### src/rtl/msa_pkg.sv
// Shared types and constants for the multi-channel sequence aligner.
// Used by msa_front, msa_back and the top level; no dependencies.
`default_nettype none

package msa_pkg;

  localparam int SEQ_W       = 31;
  localparam int PAY_PORT_W  = 32;
  localparam int CHAN_PORT_W = 3;
  localparam int CFG_W       = 4;
  localparam int MAX_ACTIVE  = 8;
  localparam int CNT_W       = 4;   // channel counter, holds 0..MAX_ACTIVE

  localparam int DEF_MAX_CHANNELS  = 8;
  localparam int DEF_QUEUE_DEPTH   = 16;
  localparam int DEF_PAYLOAD_WIDTH = 32;

  localparam int CMDQ_DEPTH = 2;

  localparam logic [CFG_W-1:0] CAMERA_COUNT_RESET = 4'd2;

  localparam logic MODE_PUSH = 1'b0;
  localparam logic MODE_TICK = 1'b1;

  localparam logic KIND_BUNDLE = 1'b0;
  localparam logic KIND_NOTICE = 1'b1;

  typedef struct packed {
    logic                   op;
    logic [CHAN_PORT_W-1:0] channel;
    logic [SEQ_W-1:0]       seq;
    logic [PAY_PORT_W-1:0]  payload;
  } cmd_t;

endpackage

`default_nettype wire

### src/rtl/msa_front.sv
// Front end: accepts requests, drops pushes to missing channels, masks payload
// and queues commands for the back end. Depends on msa_pkg.
`default_nettype none

module msa_front #(
  parameter int MAX_CHANNELS  = msa_pkg::DEF_MAX_CHANNELS,
  parameter int PAYLOAD_WIDTH = msa_pkg::DEF_PAYLOAD_WIDTH
) (
  input  wire logic                               clk,
  input  wire logic                               rst,
  input  wire logic                               start,
  output logic                                    busy,
  input  wire logic                               mode,
  input  wire logic [msa_pkg::CHAN_PORT_W-1:0]    channel,
  input  wire logic [msa_pkg::SEQ_W-1:0]          seq,
  input  wire logic [msa_pkg::PAY_PORT_W-1:0]     payload,
  output logic                                    cmd_valid,
  output msa_pkg::cmd_t                           cmd,
  input  wire logic                               cmd_pop
);

  localparam int QPTR_W = $clog2(msa_pkg::CMDQ_DEPTH);
  localparam int QCNT_W = $clog2(msa_pkg::CMDQ_DEPTH + 1);
  localparam logic [msa_pkg::PAY_PORT_W-1:0] PAY_MASK =
    msa_pkg::PAY_PORT_W'((64'd1 << PAYLOAD_WIDTH) - 64'd1);

  msa_pkg::cmd_t     q [msa_pkg::CMDQ_DEPTH];
  logic [QPTR_W-1:0] wr_ptr;
  logic [QPTR_W-1:0] rd_ptr;
  logic [QCNT_W-1:0] count;

  logic accept;
  logic chan_ok;
  logic push;
  logic pop;

  assign busy    = (count == QCNT_W'(msa_pkg::CMDQ_DEPTH));
  assign accept  = start && !busy;
  assign chan_ok = (32'(channel) < MAX_CHANNELS);
  // a push to a channel that does not exist is taken and forgotten
  assign push    = accept && ((mode == msa_pkg::MODE_TICK) || chan_ok);
  assign pop     = cmd_pop && cmd_valid;

  assign cmd_valid = (count != '0);
  assign cmd       = q[rd_ptr];

  always_ff @(posedge clk) begin
    if (push) begin
      q[wr_ptr].op      <= mode;
      q[wr_ptr].channel <= channel;
      q[wr_ptr].seq     <= seq;
      q[wr_ptr].payload <= payload & PAY_MASK;
    end
  end

  always_ff @(posedge clk) begin
    if (rst) begin
      wr_ptr <= '0;
      rd_ptr <= '0;
      count  <= '0;
    end else begin
      if (push) begin
        wr_ptr <= (wr_ptr == QPTR_W'(msa_pkg::CMDQ_DEPTH - 1)) ? '0 : wr_ptr + 1'b1;
      end
      if (pop) begin
        rd_ptr <= (rd_ptr == QPTR_W'(msa_pkg::CMDQ_DEPTH - 1)) ? '0 : rd_ptr + 1'b1;
      end
      count <= count + QCNT_W'(push) - QCNT_W'(pop);
    end
  end

endmodule

`default_nettype wire

### config.mk
export PLATFORM = sky130hd
export DESIGN_NAME = msa_front
export DESIGN_NICKNAME = d
export VERILOG_FILES = /design/src/rtl/msa_pkg.sv /design/src/rtl/msa_front.sv
export SDC_FILE = /design/constraint.sdc
export NUM_CORES = 1
export LEC_CHECK = 0
export BUFFER_PORTS_ARGS = -buffer_cell sky130_fd_sc_hd__buf_2
export CAP_MARGIN = 15
export CORE_UTILIZATION = 56
export CTS_CLUSTER_SIZE = 40
export DETAILED_ROUTE_END_ITERATION = 16
export PLACE_DENSITY_LB_ADDON = 0.2
export SETUP_SLACK_MARGIN = 0.05
export SYNTH_ARGS = -nofsm -noshare
export SYNTH_HDL_FRONTEND = slang
export SYNTH_SLANG_ARGS = --single-unit
export TNS_END_PERCENT = 100
### constraint.sdc
create_clock -name clk -period 5.7 [get_ports clk]
set_input_delay 0 -clock clk [delete_from_list [all_inputs] [get_ports clk]]
set_output_delay 0 -clock clk [all_outputs]
set_load 0.005 [all_outputs]
# == Word level (Yosys, flattened, before mapping) ==
# Memories as Yosys holds them, arrays and structs flattened. A register that Yosys moved wholly into a read port is not among the register bits.
# Cells that the tools add are included.
# op_classes
add_sub_neg,4
n_eq_ne,1
muxes,6
n_reduce_logical,4
# op_table
cell,count
$mux 1,6
$add 1x1->1 const B,2
$add 2x1->2,1
$eq 2x2->1 const B,1
$logic_and 1x1->1,2
$reduce_bool 2->1,1
$sub 2x1->2,1
$logic_not 1->1,1
# totals
reg_bits,4
mem_bits_rw,134
inputBits,71
wordCells,19
n_memories,1
# mem_list
memory,words,word_bits,read_ports,rd_ports_with_merged_regs,wr,line_no,source
q,2,67,1,1,1,msa_front.sv:27,msa_pkg::cmd_t q [msa_pkg::CMDQ_DEPTH];

# == Depth between registers and ports, before layout ==
# logic_depth
word_depth,5
ltp_mapped,8

# == Worst setup path before layout ==
# Ideal clock, no wire load.
# synth_path
kind,register to register
from,register count[0]
to,memory q[0][0] (netlist name) (enable)
setup_time_ns,0.421
arrival_ns,2.153
t_required_ns,5.279
slack_ns,3.126
path_stages_with_launch,5
path_buffers,0
period_less_slack_ns,2.574
cell_sequence,dfxtp_1 > nand2b_2 > inv_2 > or3_1 > inv_1
# synth_via
elab_chain_len,5
# synth_rtl
element,line_no,source
from (decl),msa_front.sv:30,logic [QCNT_W-1:0] count;
from (signal assigned),msa_front.sv:68,count <= count + QCNT_W'(push) - QCNT_W'(pop);
$eq 2x2->1,msa_front.sv:37,assign busy = (count == QCNT_W'(msa_pkg::CMDQ_DEPTH));
named net busy,msa_front.sv:12,"output logic busy,"
$logic_not 1->1,msa_front.sv:38,assign accept = start && !busy;
$logic_and 1x1->1,msa_front.sv:38,
$mux 1,msa_front.sv:48,if (push) begin
$mux 1 (not written as such),msa_front.sv:52,q[wr_ptr].payload <= payload & PAY_MASK;
to (decl),msa_front.sv:27,
# The timed path passes the listed nets, and every way through them passes these cells.

==> impl_metrics.csv <==
group,metric,value,unit
status,status,"finished, final reports clean",
synthesis,synthArstFlopShare,0,%
synthesis,synth_enable_flop_cells,134,
final_layout,seq_area,4125,um2
sta,fmaxAchievable,410.1,MHz
setup_path,worst_r2r_startpoint,"count[0]",
sta,setup_tns,0,ns
flow_run,drv_cap,0,
clocking,tritoncts,"yes",
sta,fin_crit,2.439,ns
setup_path,r2r_end,"q[0][35]",
die,num_rows,34,
worst_hold_path,holdPathEnd,"q[0][57]",
final_layout,multiInputGateArea,875.8,um2
route,antenna_left,0,
final_layout,nNetsFinal,532,
final_layout,synthToLayoutAreaGrowth,41.13,%
synthesis,synth_area_per_cell,21.58,um2
route,drt_iter0_drc,153,
route,wl_per_cell,17.18,um
synthesis,synth_cell_types,23,
die,die_area,9440,um2
sta,worstMarginPinSlew,0.8988,ns
die,ioPinCount,140,
sta,finalSetupViolations,0,
power,power_frac_seq,44.3,%
power,clockPowerShare,34.3,%
route,via_per_inst,5.060,
clocking,clock_sinks,139,
final_layout,drive_gt1_share,52.02,%
power,power_switching,0.7780,mW
worst_hold_path,holdPathStages,2,
clocking,clk_pin_slew,0.06,ns
setup_path,start_kind,"flop",
die,die_h,97.16,um
sta,final_hold_viol_count,0,
clocking,cts_root_buf,"clkbuf_8",
setup_path,end_kind,"output pin",
placement,gp_congestion,0.7207,
global_routing,antenna_found_initial,0,
final_layout,antenna_cells,0,
worst_hold_path,min_from,"seq[25]",
sta,hold_ws,0.2175,ns
worst_hold_path,hold_path_class,"primary input to flop",
synthesis,synth_ff_type,"edfxtp_1",
clocking,cts_buffer_depth,2,
setup_path,r2r_slack,3.61,ns
final_layout,utilization,81.67,%
clocking,cts-resized-gates,0,
synthesis,synth.net_count,308,
sta,slew_viol_final,0,
synthesis,synth_top_area_share,79.35,%
die,die_width,97.16,um
power,power.internal,2.334,mW
placement,place_hpwl,5415,um
placement,port_buffers,139,
synthesis,yosysWarnings,0,
power,ir_worst_vdd,0.3112,mV
synthesis,synth_top_area_cell,"edfxtp_1",
clocking,clk_latency,0.50,ns
synthesis,synth_area,5071,um2
synthesis,synth_area_leaders,"edfxtp_1 79%, mux2_2 15%, dfxtp_1 2.0%",
sta,skew,0.009676,ns
setup_path,reg2reg_depth,5,
setup_path,cp.arrival,2.44,ns
die,core,8763,um2
global_routing,overflow,0,
power,p_leak,2.751,nW
route,firstDrtPassIters,4,
power,power.density,434.9,nW/um2
setup_path,crit_fanout,37,
global_routing,grtUsageTotal,21.96,%
power,p_comb_share,21.4,%
synthesis,ys_ff_latch,139,
clocking,cts_buffers,17,
global_routing,grt_max_degree,68,
route,via_count,2930,
global_routing,grt_pass1_vias,3212,
sta,grt_setup_unrepaired,"false",
clocking,htreeDepth,4,
route,drcViolationCount,0,
synthesis,seq_area_frac_synth,81.32,%
setup_path,worst_ep_required_time,5.70,ns
route,wirelength,9946,um
die,initial_utilization,57.87,%
setup_path,critical_path_class,"flop to output pin",
sta,max_slew_margin,40.08,%
power,switching_share,25.00,%
sta,finalCritPeriodShare,42.78,%
final_layout,fillers,463,
global_routing,grt_first_pass_wirelength,15370,um
synthesis,syn_inst,235,
clocking,cts_setup_buffers,0,
-- worst max-delay path: stages (launching register included) --
cell	delay, ns
dfxtp_2	0.82
buf_4	0.55
mux2_2	0.40
buf_2	0.14
-- synthesized netlist by cell type (2+ instances only) --
master / n
nor2_1: 3
ha_1: 2
edfxtp_1: 134
mux2_2: 67
buf_6: 3
dfxtp_1: 5
buf_2: 3
inv_1: 3
-- power groups by stage --
stage	Clock (mW)	Sequential [mW]	Combinational (mW)
finish	1.07	1.38	0.667
CTS	1.08	1.38	0.675
global placement	0	1.39	0.621
global route	1.12	1.40	0.727
floorplan	0	1.36	0.410
detailed placement	0	1.40	0.629
-- state kept, by name, indices dropped and copies added (netlist names), named ones only --
name / cells
q: 134
wr_ptr: 1
count: 2
rd_ptr: 1
-- through the flow --
| stage | worst slack (ns) | cells | power, mW | area (um2) |
|---|---|---|---|---|
| 6_report | 3.261 | 579 | 3.112 | 7157 |
| 2_1_floorplan | 3.126 | 235 | 1.765 | 5071 |
| 3_5_place_dp | 3.623 | 478 | 2.027 | 5869 |
| 4_1_cts | 3.212 | 579 | 3.137 | 7157 |
| 3_3_place_gp | 3.667 | 478 | 2.008 | 5869 |
| 5_1_grt | 3.097 | 579 | 3.247 | 7157 |
-- area by class of cell --
cell class / count / share of cell area [%]
Clock buffer: 17 / 5.787
Clock inverter: 14 / 2.413
Inverter: 4 / 0.2098
Multi-Input combinational cell: 85 / 12.24
Sequential cell: 139 / 57.64
Tap cell: 108 / 1.888
Timing Repair Buffer: 212 / 19.83
-- metal layers --
metal	GRT usage, %	share of wire, %	wire length, um
met5	0	0	0
met4	8.840	1.4	141
met3	7.338	5.2	522
met2	39.60	56	5573
met1	23.59	37	3708
-- layout by cell type (no fill, tap or decap), drive strengths merged --
cell / instances
edfxtp: 134
nor3: 1
nand2b: 1
ha: 2
inv: 6
clkinvlp: 4
nand2: 1
nor2b: 1
dfxtp: 5
o21a: 1
nor2: 3
o21ai: 1
xor2: 1
bufinv: 3
clkinv: 5
or3: 1
mux2: 67
or2: 1
a21oi: 1
xnor2: 1
buf: 142
clkbuf: 17
dlygate4sd3: 70
and2: 1
and3: 1
-- how the worst max path moves through the flow --
stage	start	endpoint	slack, ns	cells past startpoint
6_report	flop	cmd[51]	3.26	3
5_1_grt	flop	cmd[1]	3.10	3
4_1_cts	flop	cmd[31]	3.21	3
3_5_place_dp	count[0]	q[0][43]	3.62	5
3_3_place_gp	count[0]	q[0][43]	3.67	5
2_1_floorplan	count[0]	q[0][0]	3.13	4
-- logic make-up after synthesis --
kind of cell               Yosys count  synth area share [%]
muxes                               67                 14.88
adders and majority gates            2                0.4934
DFF                                139                 81.32
AOI/OAI and AO/OA                    3                0.3453
and+or+nand+nor                     11                 1.209
buffers and inverters               11                 1.406
xor gates and xnor gates             2                0.3455
-- repair_timing --
item	4_1_cts	5_1_grt
setup endpoints to repair	0	0
hold buffers	70	0
endpoints found under the hold margin	139	0
(Power assumes the default switching activity.)
